[src/hw/rtl/ethrx_pkg.sv]
// Shared constants, types and codes for the Ethernet receive FCS trimmer.
package ethrx_pkg;

  localparam int MAX_FRAME_DEF = 2048;

  localparam int LEN_W = 12;
  localparam int KIND_W = 3;
  localparam int MAC_W = 48;

  localparam logic [31:0] CRC_PRESET = 32'hFFFF_FFFF;
  localparam logic [31:0] CRC_POLY = 32'hEDB8_8320;
  localparam logic [31:0] CRC_RESIDUE = 32'h2144_DF1C;

  localparam int MIN_FRAME_NOFCS = 60;
  localparam int FCS_BYTES = 4;
  localparam int HDR_BYTES = 14;
  localparam int SRC_BYTES = 6;
  localparam int ARP_FIXED = 8;

  localparam int POS_SRC = 6;
  localparam int POS_ETYPE_HI = 12;
  localparam int POS_ETYPE_LO = 13;
  localparam int POS_IPLEN_HI = 16;
  localparam int POS_IPLEN_LO = 17;
  localparam int POS_ARP_HLEN = 18;
  localparam int POS_ARP_PLEN = 19;

  localparam logic [15:0] ETYPE_IPV4 = 16'h0800;
  localparam logic [15:0] ETYPE_ARP = 16'h0806;

  typedef enum logic [KIND_W-1:0] {
    KIND_HOST = 3'd0,
    KIND_IPV4 = 3'd1,
    KIND_ARP = 3'd2,
    KIND_FCS_STRIP = 3'd3,
    KIND_NO_FCS = 3'd4
  } trim_kind_t;

  typedef struct packed {
    logic src_match;
    logic [15:0] ether_type;
    logic [15:0] ip_total_length;
    logic [7:0] arp_hw_len;
    logic [7:0] arp_proto_len;
    logic crc_good;
  } hdr_info_t;

endpackage

[src/hw/rtl/ethernet_rx_fcs_trimmer.sv]
// Top level of the Ethernet receive FCS trimmer: handshakes, byte and result registers.
//
//   Port group  Dir  Handshake        Payload
//   in_*        in   in_valid/stall   data_byte, last_byte
//   out_*       out  out_valid/stall  frame_length, trim_kind
//   cfg_*       in   cfg_valid/ready  host_mac
//
// One byte is taken every cycle unless in_stall is high; the result of a frame passes
// from the byte register to the result register, as the byte register feeds it directly.
// Reset is synchronous and active low; it clears the frame state and host_mac.
// The input stalls only when a last byte waits in the byte register while the
// result register holds a result that is itself stalled.
module ethernet_rx_fcs_trimmer #(
  parameter int MAX_FRAME = ethrx_pkg::MAX_FRAME_DEF
) (
  input  logic                        clk,
  input  logic                        rst_n,
  input  logic                        in_valid,
  output logic                        in_stall,
  input  logic [7:0]                  in_data_byte,
  input  logic                        in_last_byte,
  output logic                        out_valid,
  input  logic                        out_stall,
  output logic [ethrx_pkg::LEN_W-1:0] out_frame_length,
  output logic [ethrx_pkg::KIND_W-1:0] out_trim_kind,
  input  logic                        cfg_valid,
  output logic                        cfg_ready,
  input  logic [ethrx_pkg::MAC_W-1:0] cfg_host_mac
);
  import ethrx_pkg::*;

  localparam int CNT_W = $clog2(MAX_FRAME + 1);

  logic s1_valid_r;
  logic [7:0] s1_data_r;
  logic s1_last_r;
  logic s1_go;
  logic [MAC_W-1:0] host_mac_r;
  logic out_valid_r;
  logic [LEN_W-1:0] out_len_r;
  trim_kind_t out_kind_r;

  logic [CNT_W-1:0] size;
  hdr_info_t info;
  logic [LEN_W-1:0] fit_len;
  trim_kind_t fit_kind;

  assign in_stall = s1_valid_r && s1_last_r && out_valid_r && out_stall;
  assign s1_go = s1_valid_r && !in_stall;
  assign cfg_ready = 1'b1;
  assign out_valid = out_valid_r;
  assign out_frame_length = out_len_r;
  assign out_trim_kind = out_kind_r;

  ethrx_hdr_parse #(
    .MAX_FRAME(MAX_FRAME),
    .CNT_W(CNT_W)
  ) u_parse (
    .clk(clk),
    .rst_n(rst_n),
    .step(s1_go),
    .data_byte(s1_data_r),
    .last_byte(s1_last_r),
    .host_mac(host_mac_r),
    .size(size),
    .info(info)
  );

  ethrx_len_fit #(
    .MAX_FRAME(MAX_FRAME),
    .CNT_W(CNT_W)
  ) u_fit (
    .size(size),
    .info(info),
    .frame_length(fit_len),
    .trim_kind(fit_kind)
  );

  always_ff @(posedge clk) begin
    if (!rst_n) begin
      s1_valid_r <= 1'b0;
      out_valid_r <= 1'b0;
      host_mac_r <= '0;
    end else begin
      s1_valid_r <= in_stall ? 1'b1 : in_valid;
      if (s1_go && s1_last_r) begin
        out_valid_r <= 1'b1;
      end else if (!out_stall) begin
        out_valid_r <= 1'b0;
      end
      if (cfg_valid && cfg_ready) begin
        host_mac_r <= cfg_host_mac;
      end
    end
  end

  always_ff @(posedge clk) begin
    if (!in_stall) begin
      s1_data_r <= in_data_byte;
      s1_last_r <= in_last_byte;
    end
    if (s1_go && s1_last_r) begin
      out_len_r <= fit_len;
      out_kind_r <= fit_kind;
    end
  end

endmodule

[src/hw/rtl/ethrx_hdr_parse.sv]
// Per-frame header capture, source MAC compare, byte count and CRC-32 update.
module ethrx_hdr_parse #(
  parameter int MAX_FRAME = ethrx_pkg::MAX_FRAME_DEF,
  parameter int CNT_W = $clog2(MAX_FRAME + 1)
) (
  input  logic                        clk,
  input  logic                        rst_n,
  input  logic                        step,
  input  logic [7:0]                  data_byte,
  input  logic                        last_byte,
  input  logic [ethrx_pkg::MAC_W-1:0] host_mac,
  output logic [CNT_W-1:0]            size,
  output ethrx_pkg::hdr_info_t        info
);
  import ethrx_pkg::*;

  logic [CNT_W-1:0] count_r, count_nxt;
  logic [31:0] crc_r, crc_nxt;
  logic src_match_r, src_match_nxt;
  logic [15:0] etype_r, etype_nxt;
  logic [15:0] ip_len_r, ip_len_nxt;
  logic [7:0] arp_hlen_r, arp_hlen_nxt;
  logic [7:0] arp_plen_r, arp_plen_nxt;
  logic in_src;
  logic [7:0] src_byte;

  function automatic logic [31:0] crc_step(input logic [31:0] c_in, input logic [7:0] b);
    logic [31:0] c;
    c = c_in ^ {24'd0, b};
    for (int k = 0; k < 8; k++) begin
      c = c[0] ? ((c >> 1) ^ CRC_POLY) : (c >> 1);
    end
    return c;
  endfunction

  always_comb begin
    in_src = 1'b0;
    src_byte = 8'd0;
    for (int k = 0; k < SRC_BYTES; k++) begin
      if (count_r == CNT_W'(POS_SRC + k)) begin
        in_src = 1'b1;
        src_byte = host_mac[MAC_W-1-8*k -: 8];
      end
    end
  end

  always_comb begin
    src_match_nxt = src_match_r & ~(in_src & (src_byte != data_byte));
    etype_nxt = etype_r;
    ip_len_nxt = ip_len_r;
    arp_hlen_nxt = arp_hlen_r;
    arp_plen_nxt = arp_plen_r;
    if (count_r == CNT_W'(POS_ETYPE_HI)) etype_nxt[15:8] = data_byte;
    if (count_r == CNT_W'(POS_ETYPE_LO)) etype_nxt[7:0] = data_byte;
    if (count_r == CNT_W'(POS_IPLEN_HI)) ip_len_nxt[15:8] = data_byte;
    if (count_r == CNT_W'(POS_IPLEN_LO)) ip_len_nxt[7:0] = data_byte;
    if (count_r == CNT_W'(POS_ARP_HLEN)) arp_hlen_nxt = data_byte;
    if (count_r == CNT_W'(POS_ARP_PLEN)) arp_plen_nxt = data_byte;
    crc_nxt = crc_step(crc_r, data_byte);
    count_nxt = (count_r < CNT_W'(MAX_FRAME)) ? count_r + CNT_W'(1) : count_r;
  end

  assign size = count_nxt;
  assign info.src_match = src_match_nxt;
  assign info.ether_type = etype_nxt;
  assign info.ip_total_length = ip_len_nxt;
  assign info.arp_hw_len = arp_hlen_nxt;
  assign info.arp_proto_len = arp_plen_nxt;
  assign info.crc_good = (~crc_nxt) == CRC_RESIDUE;

  always_ff @(posedge clk) begin
    if (!rst_n || (step && last_byte)) begin
      count_r <= '0;
      crc_r <= CRC_PRESET;
      src_match_r <= 1'b1;
      etype_r <= '0;
      ip_len_r <= '0;
      arp_hlen_r <= '0;
      arp_plen_r <= '0;
    end else if (step) begin
      count_r <= count_nxt;
      crc_r <= crc_nxt;
      src_match_r <= src_match_nxt;
      etype_r <= etype_nxt;
      ip_len_r <= ip_len_nxt;
      arp_hlen_r <= arp_hlen_nxt;
      arp_plen_r <= arp_plen_nxt;
    end
  end

endmodule

[src/hw/rtl/ethrx_len_fit.sv]
// Frame classification and corrected length calculation at frame end.
module ethrx_len_fit #(
  parameter int MAX_FRAME = ethrx_pkg::MAX_FRAME_DEF,
  parameter int CNT_W = $clog2(MAX_FRAME + 1)
) (
  input  logic [CNT_W-1:0]             size,
  input  ethrx_pkg::hdr_info_t         info,
  output logic [ethrx_pkg::LEN_W-1:0]  frame_length,
  output ethrx_pkg::trim_kind_t        trim_kind
);
  import ethrx_pkg::*;

  localparam int PAY_W = (CNT_W > 16) ? CNT_W : 16;
  localparam int EXT_W = (CNT_W > LEN_W) ? CNT_W : LEN_W;

  logic has_type, is_host, is_ipv4, is_arp;
  logic [CNT_W-1:0] cap;
  logic [10:0] arp_pay;
  logic [PAY_W-1:0] pay, pay_floor, pay_fit;
  logic [CNT_W-1:0] len;
  logic [EXT_W-1:0] len_ext;

  always_comb begin
    has_type = size >= CNT_W'(HDR_BYTES);
    is_host = info.src_match && (size >= CNT_W'(2 * SRC_BYTES));
    is_ipv4 = has_type && (info.ether_type == ETYPE_IPV4);
    is_arp = has_type && (info.ether_type == ETYPE_ARP);
    cap = (size > CNT_W'(HDR_BYTES)) ? size - CNT_W'(HDR_BYTES) : '0;
    arp_pay = 11'(ARP_FIXED) + {2'b00, info.arp_hw_len, 1'b0}
            + {2'b00, info.arp_proto_len, 1'b0};
    pay = is_ipv4 ? PAY_W'(info.ip_total_length) : PAY_W'(arp_pay);
    pay_floor = (pay < PAY_W'(MIN_FRAME_NOFCS - HDR_BYTES))
              ? PAY_W'(MIN_FRAME_NOFCS - HDR_BYTES) : pay;
    pay_fit = (pay_floor > PAY_W'(cap)) ? PAY_W'(cap) : pay_floor;

    if (is_host) begin
      len = size;
      trim_kind = KIND_HOST;
    end else if (is_ipv4 || is_arp) begin
      len = CNT_W'(pay_fit) + CNT_W'(HDR_BYTES);
      trim_kind = is_ipv4 ? KIND_IPV4 : KIND_ARP;
    end else if (info.crc_good) begin
      len = (size >= CNT_W'(FCS_BYTES)) ? size - CNT_W'(FCS_BYTES) : '0;
      trim_kind = KIND_FCS_STRIP;
    end else begin
      len = size;
      trim_kind = KIND_NO_FCS;
    end
    len_ext = EXT_W'(len);
    frame_length = len_ext[LEN_W-1:0];
  end

endmodule
[config.mk]
export PLATFORM = sky130hd
export DESIGN_NAME = ethernet_rx_fcs_trimmer
export DESIGN_NICKNAME = d
export VERILOG_FILES = /design/src/hw/rtl/ethrx_pkg.sv /design/src/hw/rtl/ethernet_rx_fcs_trimmer.sv /design/src/hw/rtl/ethrx_hdr_parse.sv /design/src/hw/rtl/ethrx_len_fit.sv
export SDC_FILE = /design/constraint.sdc
export NUM_CORES = 1
export LEC_CHECK = 0
export ABC_AREA = 0
export BUFFER_PORTS_ARGS = -buffer_cell sky130_fd_sc_hd__buf_2
export CORE_MARGIN = 1.5
export CORE_UTILIZATION = 45
export DETAILED_ROUTE_END_ITERATION = 8
export PLACE_DENSITY = 0.67
export RECOVER_POWER = 100
export REMOVE_ABC_BUFFERS = 1
export SLEW_MARGIN = 10
export SYNTH_ARGS = -nofsm -noshare
export SYNTH_HDL_FRONTEND = slang
export SYNTH_SLANG_ARGS = --single-unit
[constraint.sdc]
create_clock -name clk -period 10 [get_ports clk]
set_input_delay 3 -clock clk [delete_from_list [all_inputs] [get_ports clk]]
set_output_delay 3 -clock clk [all_outputs]
set_load 0.02 [all_outputs]
==> flow_summary.ini <==
[status]
failed_checks = max-capacitance violations, max-slew violations
status = complete, but fails checks

[flow_run]
cap_violations = 2

[clocking]
cts_hold_buf = 0
clk_pin_slew_ns = 0.07
clock_tree.buffer_depth = 2
cts_resized = 0
htree_levels = 4
cts_setup_buffers = 0
cts_buffers = 17
worstSkewPairLatency_ns = 0.44
cts_tree = yes
cts-root-buf = clkbuf_16
cts_sinks = 167

[place]
io_buffers = 78
place_congestion = 0.933
placed_cells = 1706
post-dp-hpwl_microns = 22500

[detailed_routing]
drt_first_pass_iters = 5
detail_route.iter0.violations = 858
drc_errors = 0
drtAntennaViolNets = 0
post_drt_wl_per_cell_microns = 18.0
viasPerCell = 5.80
vias = 10074
drt_wl_total_microns = 31200

[worst_setup_path]
rr_endpoint = out_frame_length[9]
critPathRequiredTime_ns = 10.19
r2r-start = u_parse.count_r[11]
cpPeakStageDelay_ns = 0.87
crit_path_top_delay_cell = nor4_2
worstRegToRegCells = 28
crit_start = u_parse.count_r[11]
crit_type = flop to flop
path_max_fanout = 22
start_kind = flop
cp-end-kind = flop
worstSetupEndpoint = out_frame_length[9]
reg2reg_slack_ns = 1.01
cp.arrival_ns = 9.18

[synthesis]
synth_top_family_by_area = simple AND/OR/NAND/NOR gates
ys_ff_latch = 167
synthTopCellsByArea = dfxtp_1 25%, mux2i_1 6.8%, nand2_1 6.6%
synth_warnings = 0
synthAdderAreaFrac = 0.0336
synth-simple-area-share = 0.232
muxShareOfSynthArea = 0.0859
synth_cell_types = 93
synth_edf_count = 24
yosysTopAreaCellShare = 0.252
ys.flop_type = dfxtp_1
synth-xor-area-share = 0.101
synth_area_sq_um = 11400
syn_inst = 1378
synthArstFlopShare = 0
synth_top_area_cell = dfxtp_1
seq_area_frac_synth = 0.315
syn_avg_cell_area_sq_um = 8.26
synth_compound_area_frac = 0.190

[timing]
worst_pin_slew_ns = 2.90
drv_slew = 115
slew_headroom = -0.935
max_freq_mhz = 111
rsz0062_at_grt = false
post-route-period-util = 0.899
fin_tns_setup_ns = 0
setup_violations = 0
hold_viol_final = 0
period_minus_slack_ns = 8.99
fin_skew_ns = 0.00923

[power]
vdd_drop_max_mv = 0.114
p_switching_w = 0.000526
p_leak_nw = 4.80
clkPwrFrac = 0.416
seqPwrFrac = 0.411
internal-power_w = 0.00127
combPwrFrac = 0.173
powerDensity_nw_per_um2 = 143
switching_share = 0.293

[floorplanning]
initial_core_util = 0.456
die_h_microns = 162
die_x_microns = 162
core_area_sq_um = 25000
row_count = 58
dieArea_sq_um = 26300
ios = 80

[finish]
area_growth_pct = 9.96
diodes = 0
final_common_cell = nand2_1
drive_above_1_share = 0.106
final_cell_mix = 199 x nand2_1, 143 x dfxtp_1, 88 x nor2_1
stdcell_count = 1738
nets = 1487

[grt]
antenna_found_initial = 0
grt_max_degree = 62
grt_overflow_total = 0
grt_use_total = 0.240
grt_pass1_wl_microns = 50300
grt_pass1_vias = 9715

[worst_hold_path]
hold_depth = 2
hp-class = flop to flop
cell usage after synthesis, types with 15 or more instances:
cell / instances
and3_1: 15
nand2_1: 200
ha_1: 29
nand4_1: 20
edfxtp_1: 24
mux2i_1: 77
o21ai_0: 47
clkbuf_1: 68
nor2_1: 88
a211oi_1: 15
a21oi_1: 80
o211ai_1: 32
mux2_2: 17
xor2_1: 35
a2111oi_0: 16
xnor2_1: 85
nor2b_1: 57
dfxtp_1: 143
nand3_1: 40
inv_1: 23
how the worst min path moves through the flow:
stage                          start                    end  slack (ns)
2_1_floorplan     u_parse.etype_r[7]     u_parse.etype_r[7]        0.43
3_3_place_gp      u_parse.etype_r[7]     u_parse.etype_r[7]        0.44
3_5_place_dp   u_parse.arp_hlen_r[1]  u_parse.arp_hlen_r[1]        0.45
4_1_cts        u_parse.arp_hlen_r[1]  u_parse.arp_hlen_r[1]        0.46
5_1_grt        u_parse.arp_hlen_r[1]  u_parse.arp_hlen_r[1]        0.47
6_report       u_parse.arp_hlen_r[0]  u_parse.arp_hlen_r[0]        0.45
state kept, by name, summed over array words and instances (netlist names):
| register | flops |
|---|---|
| u_parse.arp_plen_r | 8 |
| s1_data_r | 8 |
| s1_last_r | 1 |
| u_parse.etype_r | 16 |
| s1_valid_r | 1 |
| u_parse.ip_len_r | 16 |
| out_valid | 1 |
| out_frame_length | 12 |
| u_parse.count_r | 12 |
| u_parse.crc_r | 32 |
| u_parse.src_match_r | 1 |
| u_parse.arp_hlen_r | 8 |
| out_trim_kind | 3 |
| host_mac_r | 48 |
cells by family (layout without fill, tap and decap cells):
| kind of cell | after synthesis | in the layout |
|---|---|---|
| and+or+nand+nor | 532 | 532 |
| AOI/OAI and AO/OA | 310 | 310 |
| DFF | 167 | 167 |
| xor gates and xnor gates | 126 | 126 |
| buffers and inverters | 117 | 147 |
| muxes | 95 | 95 |
| adders and majority gates | 30 | 30 |
| other | 1 | 1 |
metal layers:
metal,track usage,vias up,routed length [microns]
met4,0.0888,0,793
met2,0.385,290,14100
met3,0.0467,58,1890
li1,-,4987,-
met1,0.321,4739,14500
met5,0,-,0
power by group through the flow:
| stage | clock network (W) | logic, W | registers, W |
|---|---|---|---|
| after floorplan | 0 | 0.000224 | 0.000748 |
| after global placement | 0 | 0.000306 | 0.000752 |
| after detailed placement | 0 | 0.000309 | 0.000753 |
| after CTS | 0.000755 | 0.000311 | 0.000738 |
| after global routing | 0.000782 | 0.000340 | 0.000741 |
| final | 0.000746 | 0.000311 | 0.000738 |
stage by stage:
| step | total power (W) | setup slack [ns] | hold WS, ns | instance area [sq um] | utilization |
|---|---|---|---|---|---|
| final | 0.00179 | 1.01 | 0.454 | 12500 | 0.501 |
| after global routing | 0.00186 | 0.251 | 0.471 | 12500 | 0.501 |
| after CTS | 0.00180 | 1.33 | 0.456 | 12600 | 0.503 |
| after detailed placement | 0.00106 | 1.36 | 0.446 | 11900 | 0.477 |
| after global placement | 0.00106 | 1.54 | 0.439 | 11900 | 0.477 |
| after floorplan | 0.000972 | 1.16 | 0.431 | 11000 | - |
worst max-delay path: cells and delay by family, from the launching register on:
family	cells	cell delay [ns]
buffers and inverters	1	0.08
multiplexers	2	0.83
flip-flops	1	0.55
adder cells (fa/ha/maj)	3	0.95
AND/OR/NAND/NOR	5	2.96
AO/OA/AOI/OAI	17	3.39
cell type report:
type / count / area (sq um)
fill: 2417 / 12400
timing repair buffer: 91 / 453
multi-input combinational: 1094 / 7320
tap: 330 / 413
clock inverter: 15 / 233
sequential: 167 / 3580
clock buffer: 17 / 425
inverter: 24 / 90.1
Note: power is estimated with default switching activity, not from simulation.
